File: config.mk
export PLATFORM = sky130hd
export DESIGN_NAME = nsts_stack_mem
export DESIGN_NICKNAME = d
export VERILOG_FILES = /design/src/design/nsts_pkg.sv /design/src/design/nsts_stack_mem.sv
export SDC_FILE = /design/constraint.sdc
export NUM_CORES = 2
export LEC_CHECK = 0
export BUFFER_PORTS_ARGS = -buffer_cell sky130_fd_sc_hd__buf_2
export CAP_MARGIN = 20
export CORE_MARGIN = 5
export CORE_UTILIZATION = 50
export DETAILED_ROUTE_END_ITERATION = 8
export HOLD_SLACK_MARGIN = 0.12
export PLACE_DENSITY_LB_ADDON = 0.1
export SETUP_SLACK_MARGIN = 0.5
export SLEW_MARGIN = 20
export SYNTH_ARGS = -nofsm -noshare
export SYNTH_HDL_FRONTEND = slang
export SYNTH_SLANG_ARGS = --single-unit
File: constraint.sdc
create_clock -name clk -period 12.8 [get_ports clk]
set_input_delay 0.64 -clock clk [delete_from_list [all_inputs] [get_ports clk]]
set_output_delay 0.64 -clock clk [all_outputs]
set_load 0.1 [all_outputs]
File: src/design/nsts_pkg.sv
// Shared types, widths and codes for the nested section timing statistics block.
package nsts_pkg;

    // Field widths
    localparam int TIME_BITS = 48;
    localparam int SEC_W     = 4;
    localparam int CNT_W     = 32;
    localparam int TOT_W     = 64;

    // Default sizes
    localparam int DEF_STACK_DEPTH  = 64;
    localparam int DEF_NUM_SECTIONS = 16;

    // Event kinds
    localparam logic FUNC_ENTER = 1'b0;
    localparam logic FUNC_EXIT  = 1'b1;

    // Result status codes
    typedef enum logic [1:0] {
        STATUS_OK    = 2'd0,
        STATUS_EMPTY = 2'd1,
        STATUS_FULL  = 2'd2
    } status_t;

    // One row of the statistics table
    typedef struct packed {
        logic [CNT_W-1:0]     count;
        logic [TOT_W-1:0]     total;
        logic [TIME_BITS-1:0] min_t;
        logic [TIME_BITS-1:0] max_t;
    } stat_entry_t;

    localparam stat_entry_t STAT_RESET = '{
        count: '0,
        total: '0,
        min_t: '1,
        max_t: '0
    };

endpackage

File: src/design/nsts_stack_mem.sv
// Start time stack memory: one write port, one registered read port.
module nsts_stack_mem
    import nsts_pkg::*;
#(
    parameter int DEPTH = DEF_STACK_DEPTH,
    localparam int AW   = $clog2(DEPTH)
)
(
    input  logic                 clk,
    input  logic                 wr_en,
    input  logic [AW-1:0]        wr_addr,
    input  logic [TIME_BITS-1:0] wr_data,
    input  logic                 rd_en,
    input  logic [AW-1:0]        rd_addr,
    output logic [TIME_BITS-1:0] rd_data
);

    logic [TIME_BITS-1:0] mem [DEPTH];
    logic [TIME_BITS-1:0] rd_data_reg;

    // Write port
    always_ff @(posedge clk)
    begin
        if (wr_en)
        begin
            mem[wr_addr] <= wr_data;
        end
    end

    // Registered read port
    always_ff @(posedge clk)
    begin
        if (rd_en)
        begin
            rd_data_reg <= mem[rd_addr];
        end
    end

    assign rd_data = rd_data_reg;

endmodule

Yosys cells after proc, flatten, opt, wreduce, memory -nomap -nowiden. Memories as Yosys holds them, arrays and structs flattened. A register that Yosys moved wholly into a read port is not among the register bits. Cells that the tools add are included.

Register bits after elaboration: 0. Latch bits: 0. RAM bits: 3072. Bits in read-only memories: 0. Input bits: 63. Output and inout bits: 48. Word-level logic and storage cells: 3. Memories kept: 1.

Memories: mem (words 64, width 48, rd ports 1, clocked after memory_dff 1, write ports 1, line nsts_stack_mem.sv:18) `logic [TIME_BITS-1:0] mem [DEPTH];`.

Add/sub/neg operators: 0. Multiply operators: 0. Divide/modulo/power cells: 0. Magnitude comparators: 0. Eq/ne operators: 0. Shift-type cells: 0. Mux-type cells: 2. Bitwise gates (word level): 0. Reductions and logical operators: 0.

Operators by type and width (number): 2-to-1 mux 1 bit (2).

Logic depth before layout (Yosys ltp).
Word-level depth: 2. Mapped depth: 9. Gate-level depth less buffers: 5.

Worst setup path after synthesis. Ideal clock, no wire load.

Path type: input to register. From: in wr_addr[3]. To: mem mem[48][0], enable pin. Library setup time: 0.513 ns. Arrival: 4.412 ns. Data required time: 12.287 ns. Path slack: 7.875 ns. Cell stages on the path: 4. Path buffers: 1. Cells stage by stage: clkbuf_1 -> nor2b_1 -> nand4b_1 -> nor3_1.

RTL lines: start, declared (line nsts_stack_mem.sv:11) `input logic [AW-1:0] wr_addr,`; end, declared (line nsts_stack_mem.sv:18).

Straight into the memory's write port.

==> metrics.csv <==
metric,value,unit
status,finished clean,
number of antenna violations at the first check in global routing,40,
Worst R2R Path Depth,5,
Setup crit start,rd_addr[1],
"Remaining Overflow, GRT",0,
core area,0.2347,sq mm
most frequent cells in the layout,"3120 x edfxtp_1, 754 x mux4_2, 338 x clkbuf_16, 172 x buf_4, 122 x o22ai_1",
via count,56990,
synth warn,0,
Worst Setup EP,rd_data[10],
Leak,41.10,nW
syn avg cell area,23.66,sq um
Final setup viols,0,
max_slew headroom,0.2050,
CTS Buffer Depth,4,
Worst-Margin Slew,1.192,ns
PnR Total Power,21.62,mW
CP endpoint kind,flip-flop,
TritonCTS buffer count,331,
post-route ant nets,0,
gpl congestion,0.7715,
crit-path max FO,69,
Vias/cell,6.546,
type of the worst min-delay path,in2reg,
Comb power frac,0.049,
count of state elements after synthesis,3120,
Peak VDD IR,0.1618,mV
DP Area,0.1226,sq mm
net switching power,4.577,mW
worst hold slack,0.1534,ns
die width,495.0,um
Synth Instances,4970,
Worst-path clk slew,0.06,ns
clock power share,0.425,
setup bufs post-CTS,0,
Final Core Density,0.5663,
Mapped Area,0.1176,sq mm
share of layout cells above drive strength 1,0.2826,
setup TNS,0,ns
# IOs,111,
first-pass GRT wire length,457200,um
vias in the first global route,57000,
CP Launch Type,input port,
DR WL/cell,37.81,um
root buffer cell,clkbuf_16,
max_cap viols,0,
pwr dens,162.6,mW/mm^2
final wirelength,329200,um
period utilisation layout,0.2923,
Post-route DRC,0,
port buffer count,110,
TritonRoute pass-1 iters,5,
Area Overhead vs Synth,13.05,%
"Design Area, Final",0.1329,sq mm
Initial Util,0.5010,
clk_lat worst skew,0.95,ns
DR iter-0 viols,7381,
Sw Share,0.2117,
Clock H-tree levels,5,
Largest register FFs,3072,
Pins Over Slew Limit,0,
min cycle time layout,3.741,ns
NumNets Final,5363,
sequential fraction of the synthesis area,0.7967,
Die Y-Extent,495.0,um
post-synthesis cell type count,35,
Rows,178,
arrival time worst endpoint,4.37,ns
Worst Clk Skew,0.03394,ns
CTS sink cnt,3120,
largest net degree at the start of global routing,121,
GRT Total Usage,0.2693,
final hold vios,0,
Achievable Freq,267.3,MHz
"Req. time, crit path",13.43,ns
CTS tree,done,
Reg-to-Reg Start,mem[46][35],
Reg power frac,0.526,
"commonest non-fill, non-tap cell in the layout",edfxtp_1,
worst setup path class,in2reg,
RSZ-0062 raised after global routing,no,
post-DP HPWL,171400,um
Mapped Nets,5033,
Pint,17.04,mW
FF-to-FF End,rd_data[35],
"reg-to-reg slack, setup",10.55,ns
full die area,0.2450,sq mm
==> cells in the mapped netlist (all sizes together) <==
cell	n	area, sq um
or3b	4	35.03
o22ai	122	763.2
and3	1	6.260
a31oi	1	6.260
a22o	57	499.2
nand4	2	12.51
nand3	7	35.03
a311oi	11	96.34
and2	3	18.77
a221oi	83	727.0
a22oi	72	540.5
o221ai	28	245.2
clkbuf	99	372.9
mux4	754	16980
nand2b	10	62.56
nor2	132	495.5
buf	183	1125
nand3b	5	37.54
nor2b	24	150.1
mux2	12	135.1
a211oi	32	240.2
nor3	3	15.01
or3	3	18.77
mux2i	63	630.6
a311o	1	10.01
or2	3	18.77
a21oi	74	370.4
nand2	55	206.5
edfxtp	3120	93690
a31o	5	43.79
nand4b	1	8.760
==> repair_timing <==
action / in CTS / in global routing
resized for setup: 0 / 0
setup endpoints to repair: 0 / 0
hold buffers: 0 / 1
endpoints found under the hold margin: 0 / 16
==> worst max-delay path, stage by stage <==
cell and delay (ns):
buf_8 0.44, buf_4 0.69, buf_4 0.61, buf_4 0.56
mux4_2 0.39, a22o_1 0.25, a221oi_1 0.39, a221oi_1 0.15
==> kinds of logic after synthesis <==
family                 Yosys count  synth area share
AOI/OAI and AO/OA              486           0.03012
DFF                           3120            0.7967
buffers and inverters          282           0.01274
muxes                          829            0.1509
and+or+nand+nor                253          0.009533
==> per-stage QoR <==
stage / instances / setup WS, ns
after floorplan: 4970 / 7.875
after detailed placement: 8114 / 8.088
final: 8707 / 9.059
after global routing: 8698 / 8.898
after CTS: 8682 / 9.081
after global placement: 8109 / 8.109
==> how the worst min path moves through the flow <==
stage	cells after the start	slack, ns	start	end
floorplan	0	0.74	wr_data[0]	mem[0][0]
CTS	1	0.27	rd_en	rd_data[19]
global placement	4	0.85	mem[58][13]	rd_data[13]
detailed placement	5	0.91	mem[35][21]	rd_data[21]
global route	1	0.12	wr_data[14]	mem[52][14]
finish	1	0.15	wr_data[14]	mem[52][14]
==> cell type report <==
class | count | area (sq um)
diodes | 22 | 55.05
well taps | 3150 | 3941
clock inverters | 161 | 1469
multi-input cells | 1568 | 22950
repair buffers | 279 | 2122
flip-flops and latches | 3120 | 93690
clock buffers | 407 | 8717
fillers | 17290 | 101800
==> power groups by stage <==
stage / Combinational, mW / Sequential [mW] / Clock, mW
global route: 1.13 / 11.4 / 9.75
finish: 1.07 / 11.4 / 9.18
floorplan: 0.541 / 11.7 / 0
CTS: 1.08 / 11.4 / 9.32
detailed placement: 1.07 / 11.6 / 0
global placement: 1.06 / 11.6 / 0
==> routing by layer <==
layer,up-vias,track usage,share of wire
met2,2540,0.4358,0.49
met3,522,0.04314,0.077
met1,31680,0.3862,0.40
met5,-,0,0.000088
met4,4,0.07723,0.029
li1,22250,-,-
(Power assumes the default switching activity.)
