File: src/design/nsts_pkg.sv
// Shared types, widths and codes for the nested section timing statistics block.
package nsts_pkg;

    // Field widths
    localparam int TIME_BITS = 48;
    localparam int SEC_W     = 4;
    localparam int CNT_W     = 32;
    localparam int TOT_W     = 64;

    // Default sizes
    localparam int DEF_STACK_DEPTH  = 64;
    localparam int DEF_NUM_SECTIONS = 16;

    // Event kinds
    localparam logic FUNC_ENTER = 1'b0;
    localparam logic FUNC_EXIT  = 1'b1;

    // Result status codes
    typedef enum logic [1:0] {
        STATUS_OK    = 2'd0,
        STATUS_EMPTY = 2'd1,
        STATUS_FULL  = 2'd2
    } status_t;

    // One row of the statistics table
    typedef struct packed {
        logic [CNT_W-1:0]     count;
        logic [TOT_W-1:0]     total;
        logic [TIME_BITS-1:0] min_t;
        logic [TIME_BITS-1:0] max_t;
    } stat_entry_t;

    localparam stat_entry_t STAT_RESET = '{
        count: '0,
        total: '0,
        min_t: '1,
        max_t: '0
    };

endpackage

File: src/design/nsts_stat_mem.sv
// Per-section statistics memory with a clearing pass after reset.
module nsts_stat_mem
    import nsts_pkg::*;
#(
    parameter int NUM_SECTIONS = DEF_NUM_SECTIONS,
    localparam int AW          = $clog2(NUM_SECTIONS)
)
(
    input  logic          clk,
    input  logic          rst_n,
    input  logic          wr_en,
    input  logic [AW-1:0] wr_addr,
    input  stat_entry_t   wr_data,
    input  logic          rd_en,
    input  logic [AW-1:0] rd_addr,
    output stat_entry_t   rd_data,
    output logic          clr_busy
);

    stat_entry_t   mem [NUM_SECTIONS];
    stat_entry_t   rd_data_reg;
    logic          clr_busy_reg;
    logic [AW-1:0] clr_addr_reg;

    // Clear sweep: one row per cycle after reset
    always_ff @(posedge clk or negedge rst_n)
    begin
        if (!rst_n)
        begin
            clr_busy_reg <= 1'b1;
            clr_addr_reg <= '0;
        end
        else if (clr_busy_reg)
        begin
            if (clr_addr_reg == AW'(NUM_SECTIONS - 1))
            begin
                clr_busy_reg <= 1'b0;
            end
            clr_addr_reg <= clr_addr_reg + 1'b1;
        end
    end

    // Write port, shared by the sweep and the update path
    always_ff @(posedge clk)
    begin
        if (clr_busy_reg)
        begin
            mem[clr_addr_reg] <= STAT_RESET;
        end
        else if (wr_en)
        begin
            mem[wr_addr] <= wr_data;
        end
    end

    // Registered read port
    always_ff @(posedge clk)
    begin
        if (rd_en)
        begin
            rd_data_reg <= mem[rd_addr];
        end
    end

    assign rd_data  = rd_data_reg;
    assign clr_busy = clr_busy_reg;

endmodule

File: config.mk
export PLATFORM = sky130hd
export DESIGN_NAME = nsts_stat_mem
export DESIGN_NICKNAME = d
export VERILOG_FILES = /design/src/design/nsts_pkg.sv /design/src/design/nsts_stat_mem.sv
export SDC_FILE = /design/constraint.sdc
export NUM_CORES = 2
export LEC_CHECK = 0
export ABC_CLOCK_PERIOD_IN_PS = 14300
export BUFFER_PORTS_ARGS = -buffer_cell sky130_fd_sc_hd__buf_2
export CAP_MARGIN = 20
export CORE_ASPECT_RATIO = 0.8
export CORE_MARGIN = 3
export CORE_UTILIZATION = 25
export CTS_BUF_LIST = sky130_fd_sc_hd__clkbuf_16
export CTS_CLUSTER_SIZE = 16
export DETAILED_ROUTE_END_ITERATION = 12
export MAX_ROUTING_LAYER = met4
export PLACE_DENSITY_LB_ADDON = 0.15
export SLEW_MARGIN = 20
export SYNTH_ARGS = -nofsm -noshare
export SYNTH_HDL_FRONTEND = slang
export SYNTH_SLANG_ARGS = --single-unit
File: constraint.sdc
create_clock -name clk -period 14.3 [get_ports clk]
set_clock_uncertainty 0.1 [all_clocks]
set_input_delay 0.715 -clock clk [delete_from_list [all_inputs] [get_ports clk]]
set_output_delay 0.715 -clock clk [all_outputs]
set_load 0.02 [all_outputs]
== Word-level counts from Yosys, hierarchy flattened ==
Memories as Yosys holds them, arrays and structs flattened. A register that Yosys moved wholly into a read port is not among the register bits.
Index checks and enable logic that the tools add are counted.
Cells by class
  reduce and logical (&&, ||, !) cells: 1
  multiplexer cells: 10
  equality and inequality tests: 1
  $add $sub $neg: 1
Operators by type and width (count)
  192-bit two-way mux: 1
  192-bit OR reduction: 1
  1-bit two-way mux: 8
  4-bit by 1-bit adder with 4-bit output, second input constant: 1
  4-bit equality test, second input constant: 1
  4-bit two-way mux: 1
Storage, ports and cells
  memories kept: 1
  memory bits (writable): 3072
  input bits: 204
  flip-flop bits (word level): 5
Memories
  mem: depth 16, bits a word 192, rd ports 1, clocked after memory_dff 1, wr ports 1, line nsts_stat_mem.sv:20  | stat_entry_t mem [NUM_SECTIONS];

== Longest topological paths before layout ==
  depth in word-level cells: 5
  mapped depth: 8
  depth with buffers taken out: 4

== Least setup slack after synthesis ==
Ideal clock, no wire load.
  path kind: input-to-reg
  start: input wr_en
  end: memory mem[0][0] (netlist bit) (enable)
  buffers on the path: 1
  path slack: 4136 ps
  required time: 13452 ps
  cell stages on the path: 4
  arrival: 9316 ps
  cells stage by stage: nor2b_1 > clkbuf_1 > a31oi_1 > nor2_1
Between the ends
  longest elaborated chain between the ends: 5
  elaborated cells on any way between the ends: 6
  those cells by class: mux: 5; reduce/logical: 1
RTL lines
  start: declaration: line nsts_stat_mem.sv:11  | input logic wr_en,
  1-bit two-way mux *: line nsts_stat_mem.sv:50  | else if (wr_en)
  1-bit two-way mux *: line nsts_stat_mem.sv:46  | if (clr_busy_reg)
  1-bit two-way mux (not written as such) *: line nsts_stat_mem.sv:52  | mem[wr_addr] <= wr_data;
  192-bit OR reduction (no line)
  4-bit two-way mux (no line) / 1-bit two-way mux (equally long branches)
  end: declaration: line nsts_stat_mem.sv:20
Mark *: on every way between the ends. The rest lies on a longest branch, timed or not.

== Worst setup path in the final report ==
  start: register clr_busy_reg (netlist: clr_busy)
  end: memory mem[8][132] (netlist bit) (enable)
Between the ends
  longest elaborated chain between the ends: 4
  elaborated cells on any way between the ends: 7
  those cells by class: mux: 6; reduce/logical: 1
RTL lines
  start: declaration: line nsts_stat_mem.sv:22  | logic clr_busy_reg;
  start signal: assignment: line nsts_stat_mem.sv:30  | clr_busy_reg <= 1'b1;
  start signal: assignment: line nsts_stat_mem.sv:37  | clr_busy_reg <= 1'b0;
  1-bit two-way mux: line nsts_stat_mem.sv:46
  1-bit two-way mux (not written as such): line nsts_stat_mem.sv:52
  192-bit OR reduction (no line)
  4-bit two-way mux (no line) / 1-bit two-way mux (equally long branches)
Several ways; a longest one is shown, not always the timed one.

==> results.ini <==
[detailed_routing]
wirelength_microns=377000
wl_per_cell_microns=29.5
drc_errors=0
viasPerCell=4.52
firstDrtPassIters=5
vias=57915
antenna_left=0
drt_iter0_markers=4485

[yosys]
yosysSeqAreaShare=0.799
syn_inst=5428
syn_area_sq_um=123000
synthDistinctLibCells=31
synth_top_area_frac=0.798
yosys.area.top_type=edfxtp_1
ys_ff_latch=3269
yosys-top-cells-area=edfxtp_1 (80%), mux4_2 (12%), a22oi_1 (2.7%), mux2i_1 (2.1%), and2_1 (0.76%)
yosysWarnings=0
avgSynthCellArea_sq_um=22.6
syn-num-nets=5633

[sta]
finalCriticalPeriod_ns=5.16
rsz0062_at_grt=false
max_freq_mhz=194
setup_ws_ns=9.14
setup_viol=0
tightestPinTransition_ns=1.16
min_period_over_period=0.361
drv_slew=0
final.setup.tns_ns=0
slew_headroom=0.225
hold_violations=0

[global_routing]
grt_pass1_wl_microns=520000
antenna_found_initial=35
groute.usage.overall=0.153
grt_max_degree=112
grt.overflow.total=0
grt_pass1_vias=61976

[worst_setup_path]
cp_max_fo=37
rr_startpoint=clr_busy
crit_path_frequent_cell=buf_4
crit_chain=nor2b_4, buf_4, a31oi_1, nor2_4, buf_4, buf_4, buf_4
cp.required_ns=14.76
startpoint_type=flip-flop
arrival_ns=5.62
worstRegToRegCells=7
cp-end-kind=flip-flop
cp_slowest_cell=nor2_4
r2r_end=mem[8][132]
criticalPathCategory=reg -> reg
rrSetupSlack_ns=9.14
max_stage_delay_ns=0.95

[floorplan]
coreArea_sq_um=488000
io_pins=397
die_y_microns=633
die_area_sq_um=500000
num_rows=229
initial_core_util=0.252
die-width_microns=790

[finish]
stdcell_count=12803
largest_reg_flops=3072
syn_to_final_growth_pct=17.5
final_nets=6239
fillCellCount=47420
drive_above_1_share=0.271

[place]
place_inst=12135
pre_cts_ws_ns=8.52
dp_hpwl_microns=197000
globalplace.congestion=0.695
io_buffers=396

[clocking]
cts_tree=built
path_clk_slew_ns=0.06
htreeDepth=5
clkSinkCount=3269
clockBufferDepth=4
cts-buffers-inserted=360
cts_resized=0
clock_latency_ns=0.96
root_buffer=clkbuf_16

[power]
power.leakage_nw=45.2
clockPowerShare=0.430
power_switching_mw=4.72
finalPower_mw=20.9
p_int_mw=16.2
ir_drop_uv=92.6
p_seq_frac=0.518
p_comb_frac=0.052
cellPowerDensity_nw_per_um2=145
switching_share=0.226

[run_status]
run_status=finished, final reports clean

[run]
cap_violations=0

[hold_path]
hp-class=in -> async

-- layout make-up --
| cell class | count | area [sq um] | area share |
|---|---|---|---|
| antenna | 8 | 20.0 | 0.000139 |
| tap | 6468 | 8090 | 0.0561 |
| multi-input combinational | 1856 | 23200 | 0.161 |
| timing repair buffer | 543 | 3510 | 0.0243 |
| clock inverter | 291 | 2210 | 0.0153 |
| inverter | 4 | 15.0 | 0.000104 |
| sequential | 3269 | 98100 | 0.680 |
| clock buffer | 364 | 9110 | 0.0631 |
-- per-layer routing --
layer | part of all wire | GRT usage | routed length, microns | vias to the layer above
li1 | - | - | - | 24151
met1 | 0.45 | 0.202 | 168000 | 31933
met2 | 0.49 | 0.250 | 185000 | 1341
met3 | 0.043 | 0.0225 | 16000 | 490
met4 | 0.022 | 0.0331 | 8300 | 0
met5 | 0 | - | 0 | -
-- cell usage in the layout, fill, tap and decap left out, types with 3 or more instances in the layout --
cell type	count
clkinv_4	4
mux4_2	640
o21ai_0	12
nor2b_1	3
nand2_1	194
nand3_1	52
buf_8	4
buf_4	116
nor2_1	3
inv_1	83
clkinvlp_4	14
a31oi_1	7
diode_2	8
nor2b_4	10
buf_12	25
inv_16	4
nor2_4	21
buf_16	3
dlygate4sd3_1	3
mux2i_1	256
dfrtp_1	4
clkinv_2	68
buf_2	391
clkbuf_16	364
a22oi_1	449
clkinv_8	7
nand2b_1	48
clkinv_1	78
inv_6	6
edfxtp_1	3264
bufinv_16	24
clkinv_16	5
and2_1	145
-- repair_timing --
| item | 4_1_cts | 5_1_grt |
|---|---|---|
| setup endpoints to repair | 0 | 0 |
| hold buffers | 3 | 0 |
| buffers inserted | 0 | 0 |
| endpoints found under the hold margin | 41 | 0 |
-- worst max path at each step --
stage	start	to	slack, ns	depth (start not counted)
after floorplan	wr_en	mem[0][0]	4.14	4
after global placement	wr_en	mem[8][134]	8.57	8
after detailed placement	wr_en	mem[8][134]	8.52	8
after CTS	clr_busy	mem[7][74]	8.85	8
after global routing	clr_busy	mem[8][132]	8.85	7
final	clr_busy	mem[8][132]	9.14	7
-- cell usage after synthesis (all sizes together) --
library cell	count
a31oi	7
nand2b	48
nand4	1
a22oi	449
dfrtp	4
nor3	2
xor2	1
nor2	24
a32oi	1
clkbuf	95
and2	149
edfxtp	3264
ha	1
mux2i	256
dfstp	1
nor2b	13
xnor2	2
nor3b	2
nand3	52
nand2	194
buf	204
inv	4
mux4	640
o21ai	12
and3	1
mux2	1
-- through the flow --
stage	utilization	hold slack, ns	instance area (sq um)
after floorplan	-	0.319	123000
after global placement	0.272	0.435	133000
after detailed placement	0.272	0.426	133000
after CTS	0.296	0.0351	144000
after global routing	0.296	0.0877	144000
final	0.296	0.167	144000
-- worst max-delay path: cells and delay by family (launching register included) --
| family | cells | cell delay, ns |
|---|---|---|
| buffers and inverters | 4 | 2.53 |
| and+or+nand+nor | 2 | 1.08 |
| AOI/OAI and AO/OA | 1 | 0.46 |
| DFF | 1 | 0.44 |
-- cells by family (layout without fill, tap and decap cells) --
kind of cell,after synthesis,after routing,share of synthesized area
compound gates,469,469,0.0284
other cells,0,8,0
simple gates,486,486,0.0198
mux,897,897,0.138
xor+xnor,3,3,0.000214
buf+inv,303,1202,0.0139
flops,3269,3269,0.799
fa+ha+maj,1,1,0.000102
-- power by group through the flow --
stage	logic, mW	registers (mW)	clock network (mW)
after detailed placement	1.13	11.0	0
after floorplan	0.586	11.1	0
after global routing	1.18	10.9	9.67
after CTS	1.13	10.8	9.30
after global placement	1.12	11.0	0
final	1.08	10.8	9.00
Note: power is estimated with default switching activity, not from simulation.
