==> src/design/nsts_pkg.sv <==
// Shared types, widths and codes for the nested section timing statistics block.
package nsts_pkg;

    // Field widths
    localparam int TIME_BITS = 48;
    localparam int SEC_W     = 4;
    localparam int CNT_W     = 32;
    localparam int TOT_W     = 64;

    // Default sizes
    localparam int DEF_STACK_DEPTH  = 64;
    localparam int DEF_NUM_SECTIONS = 16;

    // Event kinds
    localparam logic FUNC_ENTER = 1'b0;
    localparam logic FUNC_EXIT  = 1'b1;

    // Result status codes
    typedef enum logic [1:0] {
        STATUS_OK    = 2'd0,
        STATUS_EMPTY = 2'd1,
        STATUS_FULL  = 2'd2
    } status_t;

    // One row of the statistics table
    typedef struct packed {
        logic [CNT_W-1:0]     count;
        logic [TOT_W-1:0]     total;
        logic [TIME_BITS-1:0] min_t;
        logic [TIME_BITS-1:0] max_t;
    } stat_entry_t;

    localparam stat_entry_t STAT_RESET = '{
        count: '0,
        total: '0,
        min_t: '1,
        max_t: '0
    };

endpackage

==> src/design/nsts_divider.sv <==
// Restoring divider: one quotient bit per cycle, total by count.
module nsts_divider
    import nsts_pkg::*;
(
    input  logic             clk,
    input  logic             rst_n,
    input  logic             start,
    input  logic [TOT_W-1:0] dividend,
    input  logic [CNT_W-1:0] divisor,
    output logic             done,
    output logic [TOT_W-1:0] quotient
);

    localparam int STEP_W = $clog2(TOT_W);

    logic              busy_reg;
    logic              done_reg;
    logic [STEP_W-1:0] step_reg;
    logic [CNT_W-1:0]  div_reg;
    logic [CNT_W-1:0]  rem_reg;
    logic [TOT_W-1:0]  quo_reg;
    logic [CNT_W:0]    rem_sh;
    logic [CNT_W:0]    rem_diff;
    logic              q_bit;

    // Shift-subtract step
    always_comb
    begin
        rem_sh   = {rem_reg, quo_reg[TOT_W-1]};
        rem_diff = rem_sh - {1'b0, div_reg};
        q_bit    = (rem_sh >= {1'b0, div_reg});
    end

    // Control
    always_ff @(posedge clk or negedge rst_n)
    begin
        if (!rst_n)
        begin
            busy_reg <= 1'b0;
            done_reg <= 1'b0;
            step_reg <= '0;
        end
        else
        begin
            done_reg <= 1'b0;
            if (start)
            begin
                busy_reg <= 1'b1;
                step_reg <= '0;
            end
            else if (busy_reg)
            begin
                step_reg <= step_reg + 1'b1;
                if (step_reg == STEP_W'(TOT_W - 1))
                begin
                    busy_reg <= 1'b0;
                    done_reg <= 1'b1;
                end
            end
        end
    end

    // Datapath; the dividend shifts out as quotient bits shift in
    always_ff @(posedge clk)
    begin
        if (start)
        begin
            div_reg <= divisor;
            rem_reg <= '0;
            quo_reg <= dividend;
        end
        else if (busy_reg)
        begin
            rem_reg <= q_bit ? rem_diff[CNT_W-1:0] : rem_sh[CNT_W-1:0];
            quo_reg <= {quo_reg[TOT_W-2:0], q_bit};
        end
    end

    assign done     = done_reg;
    assign quotient = quo_reg;

endmodule

==> config.mk <==
export PLATFORM = sky130hd
export DESIGN_NAME = nsts_divider
export DESIGN_NICKNAME = d
export VERILOG_FILES = /design/src/design/nsts_pkg.sv /design/src/design/nsts_divider.sv
export SDC_FILE = /design/constraint.sdc
export NUM_CORES = 1
export LEC_CHECK = 0
export ABC_CLOCK_PERIOD_IN_PS = 3700
export BUFFER_PORTS_ARGS = -buffer_cell sky130_fd_sc_hd__buf_2
export CAP_MARGIN = 20
export CORE_UTILIZATION = 25
export DETAILED_ROUTE_END_ITERATION = 12
export GPL_ROUTABILITY_DRIVEN = 0
export GPL_TIMING_DRIVEN = 0
export PLACE_DENSITY = 0.41
export SETUP_SLACK_MARGIN = 0.05
export SYNTH_ARGS = -nofsm -noshare
export SYNTH_HDL_FRONTEND = slang
export SYNTH_SLANG_ARGS = --single-unit
==> constraint.sdc <==
create_clock -name clk -period 3.7 [get_ports clk]
set_input_delay 0.37 -clock clk [delete_from_list [all_inputs] [get_ports clk]]
set_output_delay 0.37 -clock clk [all_outputs]
set_load 0.005 [all_outputs]
# ---- After elaboration in Yosys (flattened, before gate mapping)
# Cells that the tools add are included.
dict set report word_totals {
  reg_bits 136
  input_bits 99
  out_inout_bits 65
  wordCells 22
}
dict set report classes {
  add_sub_neg 2
  magnitude_cmp 1
  n_eq_ne 1
  mux 11
  n_reduce_logical 1
}
# cell n
set op_table {}
lappend op_table {{2-to-1 mux 64 bit} 2}
lappend op_table {{>= comparator 33 x 32 -> 1 bit} 1}
lappend op_table {{2-to-1 mux 32 bit} 1}
lappend op_table {{subtractor 32 bit} 1}
lappend op_table {{2-to-1 mux 6 bit} 2}
lappend op_table {{adder 6 x 1 -> 6 bit (second input constant)} 1}
lappend op_table {{equality test 6 bit (second input constant)} 1}
lappend op_table {{2-to-1 mux 1 bit} 6}
lappend op_table {{nonzero test 2 bit} 1}

# ---- Depth between registers and ports, before layout
dict set report logic_depth {
  word_depth 4
  depth_mapped 14
  ltp_nobuf 12
}

# ---- Worst setup path after synthesis
# Ideal clock, no wire load.
dict set report synth_timing {
  path_kind {reg2reg}
  startpoint {reg quo_reg[63], in the netlist quotient[63]}
  endpoint {reg rem_reg[30]}
  arrival_ns 2.686
  required_time_ns 3.584
  slack_ns 0.898
  stages_incl_launch_ff 13
  period_less_slack_ns 2.802
  cell_sequence {edfxtp_1 > inv_1 > ha_1 > fa_1 > nand2b_1 > a21o_1 > a21o_1 > a211o_1 > a211o_1 > a31o_2 > a31oi_1 > xor2_1 > a31o_1}
}
dict set report synth_between {
  elab_chain_len 2
  word_cells_on_any_way 3
  classes_between {add/sub (1); order compare (1); mux (1)}
}
# item line_no
set synth_lines {}
lappend synth_lines {{start, declared} nsts_divider.sv:21} ;# logic [TOT_W-1:0] quo_reg;
lappend synth_lines {{start signal, assigned} nsts_divider.sv:70} ;# quo_reg <= dividend;
lappend synth_lines {{start signal, assigned} nsts_divider.sv:75} ;# quo_reg <= {quo_reg[TOT_W-2:0], q_bit};
lappend synth_lines {{subtractor 32 bit or >= comparator 33 x 32 -> 1 bit (tied branches)} {nsts_divider.sv:30, nsts_divider.sv:31}}
lappend synth_lines {{2-to-1 mux 32 bit *} nsts_divider.sv:74} ;# rem_reg <= q_bit ? rem_diff[CNT_W-1:0] : rem_sh[CNT_W-1:0];
lappend synth_lines {{end signal, assigned} nsts_divider.sv:74}
lappend synth_lines {{end, declared} nsts_divider.sv:20} ;# logic [CNT_W-1:0] rem_reg;
# Every way passes the cells marked *; elsewhere a longest branch is shown, timed or not.
# A chain may end at the register's enable or synchronous reset.

# ---- Worst setup path after layout
dict set report layout_timing {
  startpoint {reg div_reg[10]}
  endpoint {reg rem_reg[1]}
}
dict set report layout_between {
  elab_chain_len 2
}
# item line_no
set layout_lines {}
lappend layout_lines {{start, declared} nsts_divider.sv:19} ;# logic [CNT_W-1:0] div_reg;
lappend layout_lines {{start signal, assigned} nsts_divider.sv:68} ;# div_reg <= divisor;
lappend layout_lines {{>= comparator 33 x 32 -> 1 bit} nsts_divider.sv:31} ;# q_bit = (rem_sh >= {1'b0, div_reg});
lappend layout_lines {{2-to-1 mux 32 bit} nsts_divider.sv:74}
# Every way passes these cells.

==> results.md <==
- Post-CTS Setup Inserts: 0
- Layout cell share with drive strength beyond 1: 32.9%
- CP cell instances: inv_1 > ha_1 > nand4_1 > nor2_1 > a21boi_2 > o311ai_2 > a31o_4 > o2bb2ai_2 > o211ai_4 > buf_6 > buf_8 > nor3_1 > a221o_1
- Max Clock Freq: 317 MHz
- Core area: 0.0288 mm2
- Final Skew: approximately 14 ps
- YS warnings: 0
- Antenna viol nets, final: 0
- Fin. Hold Viols: 0
- Async SR Flop Fraction: 5.88%
- Fin nets: approximately 960
- TritonCTS buffer count: 17
- Commonest non-fill, non-tap cell in the layout: buf_2
- Fin Setup TNS: 0 ps
- Vias per std cell: 4.55
- Clock sinks: roughly 140
- GRT Total Usage: 14.1%
- Row count: 62
- Nature of the critical path startpoint: flop
- Port bufs: 163
- Family with the most delay on the worst path: compound AO/OA/AOI/OAI gates
- Initial antenna violation count: 6
- Max cap viols: 0
- Drt drc: 0
- Clock Latency Late Sink: 430 ps
- Final-layout fill cell count: 2,994
- Max-slew violation count: 0
- Status: complete, no violations
- Leak pwr: 3.88 nW
- RSZ-0062 raised after global routing: no
- Hold Crit Class: input pin to flop
- Synth area leaders: edfxtp_1 (39%), mux2_2 (10%), dfxtp_1 (8.7%)
- Clock-pin slew on the worst setup and hold paths: 70 ps
- Largest net degree at the start of global routing: 65
- Initial Util: 25.5%
- Worst path max stage delay: roughly 410 ps
- Ys flop type: edfxtp_1
- Drt first pass iters: 5
- Worst-path fanout max: 10
- Slew headroom: 40.2%
- Die ar.: 0.0300 mm2
- Number of distinct library cells after synthesis: 58
- Yosys top cell by area: edfxtp_1
- Commonest cells after routing, fill and taps aside: buf_2 (166), edfxtp_1 (96), mux2_2 (65)
- H-tree depth: 4
- Final setup viols: 0
- Grt ovf: 0
- Routed wire per std cell: 16.7 um
- Syn avg cell area: 11.5 um2
- Critical path type: flop to flop
- DRT iter0 DRCs: roughly 220
- Max reg flops: 64
- Worst VDD drop: 0.291 mV
- Final period util: 85.3%
- Pre-CTS setup slack: 506 ps
- Slowest cell on the critical path: ha_1
- Worst Path Buf+Inv: 3
- Synthesis-stage register bit count: approximately 140
- Post-synthesis sequential area ratio: 50.8%
- Mapped Area: 0.00733 mm2
- First-pass GRT wire length: 32.8 mm
- Slew at the pin closest to its max-slew limit: between 800 and 900 ps
- Max clock buf depth: 2
- Crit. End Element: flop
- Worst Path Arrival: 3470 ps
- CTS root buf: clkbuf_16
- Area Overhead vs Synth: 25.5%
- WL final: 20.4 mm
- Top cell type's share of synthesized area: 39.3%
- Minimum clock period: 3160 ps
- Post-synth EDFFs: 96
- CTS tree: done
- Die Span X: 173 um
- Vias in the first global route: 5,880
- Setup slack after layout: 543 ps
- Synth Net Count: 772
- Die H: 173 um
- Worst EP required: 4010 ps
- P per Cell Area: 639 mW/mm2
- IO Pins: 164
- DR vias: approximately 5,600
- Detailed placer's ending HPWL: 14.9 mm
- Syn Inst Count: 639
cell families after synthesis:
kind of cell	after synthesis	share of synthesized area [%]
flip-flops	136	50.8
XOR/XNOR	32	3.82
adder cells (fa/ha/maj)	34	5.90
multiplexers	91	13.5
AO/OA/AOI/OAI	137	13.2
buffers and inverters	71	4.15
AND/OR/NAND/NOR	138	8.60
per-stage QoR:
stage	power (mW)	instance area, um2	hold WS [ps]	instances	utilization [%]
after floorplan	3.66	7330	74.4	639	-
after global placement	4.28	8630	239	1186	30.0
after detailed placement	4.26	8630	234	1186	30.0
after CTS	5.97	9200	87.4	1219	32.0
after global routing	6.30	9200	87.6	1219	32.0
final	5.88	9200	112	1221	32.0
per-layer routing:
layer  track usage (%)  vias to the layer above  part of all wire (%)
li1                  -                     2722                     -
met1              17.8                     2639                    46
met2              22.4                      172                    46
met3              5.31                       17                   7.4
met4              3.76                        8                  0.77
met5                 0                        -                  0.20
final cells by class:
class | instances | area, um2 | share of cell area [%]
Multi-Input combinational cell | 432 | 3310 | 35.9
Clock buffer | 19 | 433 | 4.70
Tap cell | 384 | 480 | 5.22
Sequential cell | 136 | 3720 | 40.5
Buffer | 30 | 150 | 1.63
Clock inverter | 13 | 123 | 1.33
Timing Repair Buffer | 164 | 826 | 8.97
Inverter | 41 | 156 | 1.70
Antenna cell | 2 | 5.00 | 0.0544
power by group:
| part | switching, mW | internal [mW] | total (mW) |
|---|---|---|---|
| registers | 0.166 | 1.90 | 2.07 |
| logic | 1.18 | 0.977 | 2.16 |
| clock network | 0.717 | 0.933 | 1.65 |
| total | 2.07 | 3.81 | 5.88 |
Yosys cell counts, drive strengths merged (3+ instances only):
cell / instances
o21bai: 3
xor2: 16
nand2: 43
dfxtp: 32
xnor2: 16
nor2b: 4
a31o: 4
nor2: 46
o31ai: 4
inv: 41
and2: 7
clkbuf: 18
nand4: 6
mux2: 65
o21a: 3
buf: 12
a31oi: 9
dfrtp: 8
nand2b: 5
nor3: 5
and3: 5
a21oi: 29
ha: 33
edfxtp: 96
nand3: 10
nor4: 3
o21ai: 24
mux2i: 26
a211oi: 20
a21o: 17
o211ai: 6
worst reg2reg max path: stages (launching register included):
cell and delay, ps:
edfxtp_1 330, inv_1 50, ha_1 410, nand4_1 120, nor2_1 180, a21boi_2 290
o311ai_2 160, a31o_4 290, o2bb2ai_2 180, o211ai_4 280, buf_6 230, buf_8 190
nor3_1 70, a221o_1 250
what timing repair did:
item	4_1_cts	5_1_grt
hold buffers	1	0
gates resized for setup	0	0
setup endpoints to repair	0	0
hold endpoints to repair	8	0
final timing paths:
path / from / to / slack [ps] / depth (start not counted)
worst min-delay path: divisor[10] / div_reg[10] / 110 / 1
worst min register to register: rem_reg[31] / rem_reg[31] / 460 / 2
max in group asynchronous: rst_n / step_reg[1] / 3180 / 2
worst max register to register: div_reg[10] / rem_reg[1] / 540 / 13
min in group asynchronous: rst_n / done / 330 / 2
worst max-delay path: div_reg[10] / rem_reg[1] / 540 / 13
Note: power is estimated with default switching activity, not from simulation.
